[config.mk]
export PLATFORM = sky130hd
export DESIGN_NAME = line_rasterizer
export DESIGN_NICKNAME = d
export VERILOG_FILES = /design/src/sv/lr_pkg.sv /design/src/sv/lr_ctrl.sv /design/src/sv/lr_datapath.sv /design/src/sv/line_rasterizer.sv
export SDC_FILE = /design/constraint.sdc
export NUM_CORES = 1
export LEC_CHECK = 0
export BUFFER_PORTS_ARGS = -buffer_cell sky130_fd_sc_hd__buf_2
export CORE_MARGIN = 2
export CORE_UTILIZATION = 40
export DETAILED_ROUTE_END_ITERATION = 6
export HOLD_SLACK_MARGIN = 0.02
export MAX_ROUTING_LAYER = met4
export SYNTH_ARGS = -nofsm -noshare
export SYNTH_HDL_FRONTEND = slang
export SYNTH_SLANG_ARGS = --single-unit
[constraint.sdc]
create_clock -name clk -period 4.6 [get_ports clk]
set_clock_uncertainty 0.15 [all_clocks]
set_input_delay 0.23 -clock clk [delete_from_list [all_inputs] [get_ports clk]]
set_output_delay 0.23 -clock clk [all_outputs]
set_load 0.02 [all_outputs]
[src/sv/lr_pkg.sv]
// Shared constants and control types for the line rasterizer.
package lr_pkg;

	localparam int COORD_W   = 6;
	localparam int ERR_W     = COORD_W + 3;
	localparam int TILE_SIZE_DEF = 64;

	typedef logic [COORD_W-1:0] coord_t;
	typedef logic signed [ERR_W-1:0] err_t;

	typedef struct packed {
		logic load;
		logic step;
	} lr_cmd_t;

	typedef struct packed {
		logic last;
	} lr_status_t;

endpackage

[src/sv/lr_ctrl.sv]
// Control state machine: segment intake and pixel handshake sequencing.
module lr_ctrl
	import lr_pkg::*;
(
	input  logic       clk,
	input  logic       arst_n,
	input  logic       in_valid,
	output logic       in_stall,
	output logic       out_valid,
	input  logic       out_stall,
	input  lr_status_t status,
	output lr_cmd_t    cmd
);

	localparam logic ST_IDLE = 1'b0;
	localparam logic ST_EMIT = 1'b1;

	logic state_q;
	logic state_d;
	logic out_xfer;

	assign in_stall  = (state_q != ST_IDLE);
	assign out_valid = (state_q == ST_EMIT);
	assign out_xfer  = out_valid && !out_stall;

	assign cmd.load = in_valid && !in_stall;
	assign cmd.step = out_xfer && !status.last;

	always_comb begin
		state_d = state_q;
		case (state_q)
			ST_IDLE: begin
				if (cmd.load) state_d = ST_EMIT;
			end
			ST_EMIT: begin
				// leave once the final pixel transaction completes
				if (out_xfer && status.last) state_d = ST_IDLE;
			end
			default: state_d = ST_IDLE;
		endcase
	end

	always_ff @(posedge clk or negedge arst_n) begin
		if (!arst_n) begin
			state_q <= ST_IDLE;
		end else begin
			state_q <= state_d;
		end
	end

endmodule

[src/sv/lr_datapath.sv]
// Datapath: endpoint setup, Bresenham error term and pixel coordinate registers.
module lr_datapath
	import lr_pkg::*;
#(
	parameter int TILE_SIZE = TILE_SIZE_DEF
) (
	input  logic       clk,
	input  lr_cmd_t    cmd,
	input  coord_t     x_begin,
	input  coord_t     y_begin,
	input  coord_t     x_finish,
	input  coord_t     y_finish,
	output lr_status_t status,
	output coord_t     pixel_x,
	output coord_t     pixel_y,
	output logic       last_pixel
);

	localparam coord_t MAX_C = COORD_W'(TILE_SIZE - 1);

	coord_t x0, y0, x1, y1;
	coord_t dx, dy, dmaj, dmin;
	coord_t maj0, maj1, min0, min1;
	logic   steep, swap;

	coord_t major_q, minor_q, major_end_q;
	logic   steep_q, minor_up_q;
	err_t   err_q, inc_a_q, inc_b_q;

	assign x0 = (x_begin  > MAX_C) ? MAX_C : x_begin;
	assign y0 = (y_begin  > MAX_C) ? MAX_C : y_begin;
	assign x1 = (x_finish > MAX_C) ? MAX_C : x_finish;
	assign y1 = (y_finish > MAX_C) ? MAX_C : y_finish;

	assign dx = (x1 > x0) ? (x1 - x0) : (x0 - x1);
	assign dy = (y1 > y0) ? (y1 - y0) : (y0 - y1);

	// diagonal counts as shallow
	assign steep = (dy > dx);
	assign swap  = steep ? (y0 > y1) : (x0 > x1);

	always_comb begin
		if (steep) begin
			dmaj = dy;
			dmin = dx;
			maj0 = swap ? y1 : y0;
			maj1 = swap ? y0 : y1;
			min0 = swap ? x1 : x0;
			min1 = swap ? x0 : x1;
		end else begin
			dmaj = dx;
			dmin = dy;
			maj0 = swap ? x1 : x0;
			maj1 = swap ? x0 : x1;
			min0 = swap ? y1 : y0;
			min1 = swap ? y0 : y1;
		end
	end

	always_ff @(posedge clk) begin
		if (cmd.load) begin
			major_q     <= maj0;
			minor_q     <= min0;
			major_end_q <= maj1;
			steep_q     <= steep;
			minor_up_q  <= (min0 < min1);
			err_q       <= $signed({2'b00, dmin, 1'b0}) - $signed({3'b000, dmaj});
			inc_a_q     <= $signed({2'b00, dmin, 1'b0});
			inc_b_q     <= $signed({2'b00, dmin, 1'b0}) - $signed({2'b00, dmaj, 1'b0});
		end else if (cmd.step) begin
			major_q <= major_q + coord_t'(1);
			if (err_q < 0) begin
				err_q <= err_q + inc_a_q;
			end else begin
				minor_q <= minor_up_q ? (minor_q + coord_t'(1)) : (minor_q - coord_t'(1));
				err_q   <= err_q + inc_b_q;
			end
		end
	end

	assign status.last = (major_q == major_end_q);
	assign last_pixel  = status.last;
	assign pixel_x     = steep_q ? minor_q : major_q;
	assign pixel_y     = steep_q ? major_q : minor_q;

endmodule

[src/sv/line_rasterizer.sv]
// The first pixel is offered in the cycle after the segment transaction.
// Throughput: one pixel per cycle while out_stall is low; a segment of
// max(|dx|,|dy|)+1 pixels is walked by the single Bresenham step unit,
// and no new segment is taken until its last pixel is transferred.
// Reset (arst_n low, asynchronous) returns the controller to idle; no
// pixel is pending afterward.
module line_rasterizer
	import lr_pkg::*;
#(
	parameter int TILE_SIZE = TILE_SIZE_DEF
) (
	input  logic   clk,
	input  logic   arst_n,
	input  logic   in_valid,
	output logic   in_stall,
	input  coord_t x_begin,
	input  coord_t y_begin,
	input  coord_t x_finish,
	input  coord_t y_finish,
	output logic   out_valid,
	input  logic   out_stall,
	output coord_t pixel_x,
	output coord_t pixel_y,
	output logic   last_pixel
);

	lr_cmd_t    cmd;
	lr_status_t status;

	lr_ctrl u_ctrl (
		.clk       (clk),
		.arst_n    (arst_n),
		.in_valid  (in_valid),
		.in_stall  (in_stall),
		.out_valid (out_valid),
		.out_stall (out_stall),
		.status    (status),
		.cmd       (cmd)
	);

	lr_datapath #(
		.TILE_SIZE (TILE_SIZE)
	) u_dp (
		.clk        (clk),
		.cmd        (cmd),
		.x_begin    (x_begin),
		.y_begin    (y_begin),
		.x_finish   (x_finish),
		.y_finish   (y_finish),
		.status     (status),
		.pixel_x    (pixel_x),
		.pixel_y    (pixel_y),
		.last_pixel (last_pixel)
	);

	// the walk axis advances by exactly one after each non-final pixel
	assert property (@(posedge clk) disable iff (!arst_n)
		(out_valid && !out_stall && !last_pixel)
		|=> (out_valid && ((pixel_x == $past(pixel_x) + 6'd1) ||
		                   (pixel_y == $past(pixel_y) + 6'd1))))
		else $error("walk axis did not advance by one");

	// the final pixel transaction ends the segment
	assert property (@(posedge clk) disable iff (!arst_n)
		(out_valid && !out_stall && last_pixel) |=> !out_valid)
		else $error("pixel offered after last pixel");

	// a new segment is never taken while pixels are pending
	assert property (@(posedge clk) disable iff (!arst_n)
		out_valid |-> in_stall)
		else $error("segment accepted during emission");

	// the other coordinate moves by at most one per step
	assert property (@(posedge clk) disable iff (!arst_n)
		(out_valid && !out_stall && !last_pixel)
		|=> ((pixel_x == $past(pixel_x)) || (pixel_x == $past(pixel_x) + 6'd1) ||
		     (pixel_x == $past(pixel_x) - 6'd1)) &&
		    ((pixel_y == $past(pixel_y)) || (pixel_y == $past(pixel_y) + 6'd1) ||
		     (pixel_y == $past(pixel_y) - 6'd1)))
		else $error("pixel step larger than one");

endmodule
==> flow_summary.ini, run 1 <==
[floorplan]
die_h_um = 116.8
start_util = 0.4064
num_io_pins = 43
rows = 41
die-area_mm2 = 0.01364
fp.dieW_um = 116.8
core_mm2 = 0.01252

[power_and_ir_drop]
power_leakage_nw = 3.438
power.share.clock = 0.066
intPower_w = 0.002911
combinationalPowerShare = 0.776
power_w = 0.005076
p_sw_w = 0.002165
p_seq_frac = 0.158
ir_drop_mv = 0.2543
cellPowerDensity_mw_per_mm2 = 663.3
swShare = 0.4265

[place]
placed_cell_area_mm2 = 0.006699
port_buffers = 42
place.gp.congestion = 0.9997
dp_hpwl_um = 12470
place_ws_ps = -773.4

[clock_tree]
cts.clk_slew.worst_paths_ps = 50
cts_tree = yes
clock_latency_ps = 290
cts_buffers = 5
cts_max_path_buffers = 2
root_buffer = clkbuf_16
cts_max_level = 2
cts_sinks = 42

[routing]
vias = 5268
ant_nets = 0
vias_per_cell = 5.316
firstDrtPassIters = 5
wire_per_inst_um = 16.03
drc = 0
drtIter0Drc = 316
drt_wl_total_um = 15890

[sta]
grt_setup_unrepaired = true
slew_violations = 0
setup_violations = 2
finalHoldViolations = 0
setup_tns_ps = -149.7
fin_crit_ps = 4695
worst_slack_ps = -95.27
hold-worst-slack_ps = 38.98
worst_slew_pin_slew_ps = 866.9
slew_headroom = 0.4160
fmax_mhz = 213.0
period_share = 1.021

[synth]
ys_top_cells_by_area = edfxtp_1 24%, ha_1 11%, a21oi_1 5.2%
ys_seq_elements = 42
synthCells = 608
seq_area_frac_synth = 0.2469
synth_top_area_cell = edfxtp_1
synth-edff-count = 41
synth.distinct_cells = 77
ys.flop_type = edfxtp_1
synth_nets = 686
yosys.area.top_type_share = 0.2420
syn_avg_cell_area_um2 = 8.367
ys_async_sr_fraction = 0.02381
syn_area_mm2 = 0.005087
synth_warnings = 0

[run_status]
status = complete, but fails checks
violations = negative setup slack

[global_route]
grt_max_degree = 48
grtUsageTotal = 0.2453
grt_pass1_wl_um = 25360
grt_pass1_vias = 5144
overflow = 0
antenna_found_initial = 0

[finish]
layout_common_cells = 192 x buf_4, 59 x nand2_1, 41 x edfxtp_1, 39 x a21oi_1
area_growth_pct = 50.42
antenna_cells = 0
design_area_mm2 = 0.007652
drive_gt1_frac = 0.4469
final_common_cell = buf_4
nets = 896

[min_path]
whs_path_depth = 3
hp-class = in -> reg

[worst_setup_path]
worst-path-max-fanout = 6
critPathBufInv = 7
arrival_ps = 4560
slowest_delay_ps = 370
crit_type = in -> reg
crit_cells = 25
end_kind = flip-flop
crit_path_top_delay_cell = fa_2
crit_required_ps = 4470
cp-start-kind = primary input
worst-r2r-cell-count = 12
path_delay_family = compound AO/OA/AOI/OAI gates

[job]
cap_violations = 0
-- synth_stat cells (all sizes together) (3+ instances only) --
cell,number
nand2,64
a21oi,53
inv,46
ha,45
edfxtp,41
nor2,41
clkbuf,29
o21ai,26
nand3,22
mux2,20
xnor2,19
a21o,17
mux2i,16
buf,15
nor2b,14
nor3,11
o211ai,11
xor2,11
a211oi,8
nand2b,6
o21bai,6
a22oi,5
a31oi,5
fa,5
nand3b,5
and2,4
maj3,4
o211a,4
o21a,4
o22ai,4
o311ai,4
or3,4
nand4,3
o221ai,3
or2,3
-- cell families (layout without fill, tap and decap cells) --
family          Yosys count  in the layout  synth area share
fa+ha+maj                54             54            0.1385
simple gates            186            186            0.1781
compound gates          169            169            0.2327
buf+inv                  91            302           0.07427
flops                    42             42            0.2469
xor+xnor                 30             30           0.05165
mux                      36             36           0.07796
-- worst paths after layout --
check | slack, ps | end | from
worst max-delay path | -100 | u_dp.err_q[6]$_DFFE_PP_ | y_finish[2]
worst min-delay path | 40 | u_ctrl.in_stall$_DFF_PN0_ | out_stall
worst max register to register | 1560 | u_dp.err_q[8]$_DFFE_PP_ | u_dp.err_q[8]$_DFFE_PP_
worst min register to register | 420 | u_ctrl.in_stall$_DFF_PN0_ | u_ctrl.in_stall$_DFF_PN0_
max in group asynchronous | 4100 | u_ctrl.in_stall$_DFF_PN0_ | arst_n
min in group asynchronous | 110 | u_ctrl.in_stall$_DFF_PN0_ | arst_n
-- layout make-up --
class / count / area [um2]
Fill cell: 1119 / 4865
Multi-Input combinational cell: 475 / 3969
Timing Repair Buffer: 247 / 1884
Sequential cell: 42 / 1256
Tap cell: 172 / 215.2
Inverter: 47 / 191.4
Clock buffer: 8 / 136.4
-- power by group through the flow --
stage          Clock (W)  Sequential, W  Combinational, W
6_report        0.000333       0.000804           0.00394
5_1_grt         0.000356       0.000825           0.00428
4_1_cts         0.000342       0.000806           0.00352
3_5_place_dp           0       0.000813           0.00325
3_3_place_gp           0       0.000805           0.00318
2_1_floorplan          0       0.000766           0.00221
-- worst reg2reg max path: stages, from the launching register on --
cell	delay [ps]
edfxtp_1	570
mux2i_1	360
inv_1	80
ha_1	280
a21o_1	180
a21oi_1	230
o21bai_1	90
a21oi_1	220
nor2b_1	70
o21ai_0	150
nand2b_1	90
xnor2_1	140
a21o_1	180
-- timing repair --
action                                  CTS  global route
setup buffers                            28            10
endpoints found under the hold margin     1             0
hold buffers                              1             0
cloned                                    1             0
resized for setup                        61            43
endpoints found under the setup margin   11            10
pin swaps                                37            28
-- registers in the layout, indices dropped and copies added (netlist names) --
signal and cells:
u_ctrl.in_stall 1, u_dp.err_q 8, u_dp.inc_a_q 6, u_dp.inc_b_q 7, u_dp.major_end_q 6, u_dp.major_q 6
u_dp.minor_q 6, u_dp.minor_up_q 1, u_dp.steep_q 1
-- metrics by stage --
stage / instances / utilization
floorplan: 608 / -
global placement: 945 / 0.5352
detailed placement: 945 / 0.5352
CTS: 983 / 0.5886
global route: 991 / 0.6114
finish: 991 / 0.6114
-- routing by layer --
layer  GRT usage  part of all wire  vias up  routed length, um
met3     0.02163             0.038       22                611
met1      0.3143              0.46     2505               7279
met5           -                 0        -                  0
li1            -                 -     2606                  -
met4     0.06824             0.020        0                316
met2      0.4170              0.48      135               7679
(Power assumes the default switching activity.)
==> run 2, diff against run 1 <==
Settings changed: CELL_PAD_IN_SITES_DETAIL_PLACEMENT set to 2, CELL_PAD_IN_SITES_GLOBAL_PLACEMENT set to 2, CORE_MARGIN 2 to 8, PLACE_DENSITY_LB_ADDON set to 0.1.
==> run 2 against run 1 <==
Effect of this change:
- the flow now stops in 3_5_place_dp
- synthesized cell count stayed put
- area after synthesis is the same
==> flow_summary.ini, run 2 <==
[place]
port_buffers = 42
dp_hpwl_um = 19430
place.gp.congestion = 0.9256

[synth]
ys.flop_type = edfxtp_1
synthTopCellsByCount = 64 x nand2_1, 53 x a21oi_1, 45 x ha_1, 45 x inv_1, 41 x edfxtp_1
synth_warnings = 0
ys_seq_elements = 42
syn_avg_cell_area_um2 = 8.367
synth-edff-count = 41
ys_async_sr_fraction = 0.02381
synth.distinct_cells = 77
yosys.area.top_type_share = 0.2420
syn_area_mm2 = 0.005087
synthCells = 608
synth_top_area_cell = edfxtp_1
seq_area_frac_synth = 0.2469
yosysMostFrequentCell = nand2_1
synth_nets = 686
ys_top_cells_by_area = edfxtp_1 24%, ha_1 11%, a21oi_1 5.2%

[run_status]
firstError = [ERROR DPL-0033] detailed placement checks failed during check placement.
stop_stage = 3_5_place_dp
status = aborted with a tool error

[floorplan]
num_io_pins = 43
die_h_um = 128.8
rows = 41
start_util = 0.4064
fp.dieW_um = 128.8
==> run 2: cell counts after synthesis <==
No cell type changed its count.
==> run 2: cell families after synthesis <==
logic type | after synthesis | share of synthesized area
AO/OA/AOI/OAI | 169 | 0.2327
multiplexers | 36 | 0.07796
buffers and inverters | 91 | 0.07427
adder cells (fa/ha/maj) | 54 | 0.1385
XOR/XNOR | 30 | 0.05165
AND/OR/NAND/NOR | 186 | 0.1781
flip-flops | 42 | 0.2469
==> run 2: per-stage QoR <==
| stage | cells | hold WS, ps |
|---|---|---|
| after floorplan | 608 | -215.6 |
| after global placement | 948 | -145.7 |
==> run 3, diff against run 2 <==
Settings changed: CELL_PAD_IN_SITES_DETAIL_PLACEMENT 2 to not set, CELL_PAD_IN_SITES_GLOBAL_PLACEMENT 2 to not set, CORE_UTILIZATION 40 to 25, HOLD_SLACK_MARGIN 0.02 to not set, MAX_ROUTING_LAYER met4 to not set, PLACE_DENSITY_LB_ADDON 0.1 to 0.15.
==> run 3 against run 2 <==
Effect of this change:
- the flow now finishes, with violations (negative setup slack)
==> flow_summary.ini, run 3 (synthesis results as in run 1) <==
[min_path]
hold_end = u_ctrl.in_stall$_DFF_PN0_
hp-class = in -> reg
whs_path_depth = 3
worstHoldStart = out_stall

[place]
dp_hpwl_um = 13680
dpl.cell_count = 1047
port_buffers = 42
place.gp.congestion = 0.8802

[sta]
worst_slack_ps = -46.30
slew_headroom = 0.3734
setup_violations = 1
period_share = 1.010
grt_setup_unrepaired = true
fin_crit_ps = 4646
worst_slew_pin_slew_ps = 930.0
finalHoldViolations = 0
fmax_mhz = 215.2
slew_violations = 0

[worst_setup_path]
worst-r2r-cell-count = 12
cp-start-kind = primary input
arrival_ps = 4640
end_kind = flip-flop
crit_required_ps = 4600
r2r_slack_ps = 1510
worst-path-max-fanout = 5
worstReg2RegStart = u_dp.err_q[8]$_DFFE_PP_
r2r-end = u_dp.err_q[8]$_DFFE_PP_
crit_type = in -> reg

[global_route]
grt_max_degree = 48
overflow = 0
grt_pass1_wl_um = 26200
antenna_found_initial = 0
grtUsageTotal = 0.1314
grt_pass1_vias = 4947

[routing]
wire_per_inst_um = 15.50
drt_wl_total_um = 16770
vias = 5056
vias_per_cell = 4.673
firstDrtPassIters = 5
drtIter0Drc = 180
ant_nets = 0
drc = 0

[power_and_ir_drop]
power_leakage_nw = 3.414
ir_drop_mv = 0.2598
cellPowerDensity_mw_per_mm2 = 638.2

[floorplan]
fp.dieW_um = 158.7
core_mm2 = 0.02010
die-area_mm2 = 0.02517
num_io_pins = 43
rows = 52
start_util = 0.2530
die_h_um = 158.7

[clock_tree]
root_buffer = clkbuf_16
cts_tree = yes
cts.clk_slew.worst_paths_ps = 60
cts_max_path_buffers = 2
cts_sinks = 42
clock_latency_ps = 280
cts_buffers = 5
cts_max_level = 2

[finish]
antenna_cells = 0
drive_gt1_frac = 0.4692
nets = 889
fin_util = 0.3892
regArea_mm2 = 0.001256
top_regs = u_dp.err_q (8), u_dp.inc_b_q (7)
area_growth_pct = 53.81
largest_register_ffs = 8
layout_common_cells = 187 x buf_4, 59 x nand2_1, 41 x edfxtp_1, 36 x inv_1, 35 x nor2_1
multi_input_area_mm2 = 0.004084
fillers = 2035
final_cells = 1082
final_common_cell = buf_4
largest_register = u_dp.err_q

[run_status]
status = complete, but fails checks
violations = negative setup slack

[job]
cap_violations = 0
run 3: cell type report:
class | instances | share of cell area
Clock buffer | 6 | 0.01647
Clock inverter | 2 | 0.001119
Inverter | 47 | 0.02414
Multi-Input combinational cell | 475 | 0.5219
Sequential cell | 42 | 0.1605
Tap cell | 270 | 0.04317
Timing Repair Buffer | 240 | 0.2327
run 3: critical path, stage by stage:
cell      delay [ps]
buf_8             80
inv_4             30
ha_4             290
and4_4           240
nand3b_1         110
buf_4            150
a22oi_2          190
a22oi_2          110
or2_1            260
inv_2             80
ha_4             200
a21o_1           190
a21o_1           210
a221oi_4         310
a31o_4           220
mux2i_4          320
buf_6            160
mux2i_1          210
buf_4            170
mux2i_4           70
ha_2             180
a21o_1           160
a21o_1           180
a21oi_2          130
o21a_1           150
run 3: per-layer routing:
metal	share of wire	GRT usage	up-vias
met4	0.0089	0.02604	0
met5	0	0	-
li1	-	-	2581
met3	0.037	0.01249	8
met1	0.48	0.1791	2378
met2	0.47	0.2211	89
run 3: worst max-delay path by stage:
stage           startpoint                   endpoint  slack, ps  depth (start not counted)
2_1_floorplan   y_begin[3]    u_dp.err_q[6]$_DFFE_PP_       -470                         29
3_3_place_gp    x_begin[0]  u_dp.minor_up_q$_DFFE_PP_       -630                         22
4_1_cts        y_finish[1]  u_dp.minor_up_q$_DFFE_PP_          6                         25
3_5_place_dp   x_finish[1]  u_dp.minor_up_q$_DFFE_PP_       -800                         24
5_1_grt        y_finish[1]  u_dp.minor_up_q$_DFFE_PP_       -250                         25
6_report       y_finish[1]  u_dp.minor_up_q$_DFFE_PP_        -50                         25
run 3: per-stage QoR:
step                      total power (W)  TNS [ps]  hold slack, ps  area (um2)  worst slack [ps]
after floorplan                  0.002980     -2456          -215.6        5289            -472.1
after global placement           0.004048     -6851          -144.6        6827            -628.9
after detailed placement         0.004107     -9393          -143.9        6827            -799.3
after CTS                        0.004610         0           49.08        7288             5.590
after global routing             0.005421    -808.0           83.91        7825            -245.2
final                            0.004994    -46.30           52.93        7825            -46.30
run 3: power by group:
part | switching [W] | leakage, nW | internal [W] | total [W]
clock | 0.000141 | 0.0683 | 0.000199 | 0.000339
sequential | 0.000117 | 0.393 | 0.000690 | 0.000807
combinational | 0.00190 | 2.95 | 0.00195 | 0.00385
run 3: timing repair:
item	CTS	global route
pin swaps	33	42
cloned	0	1
gates resized for setup	47	84
hold endpoints to repair	1	0
buffers inserted	12	15
hold buffers	1	0
endpoints found under the setup margin	16	10
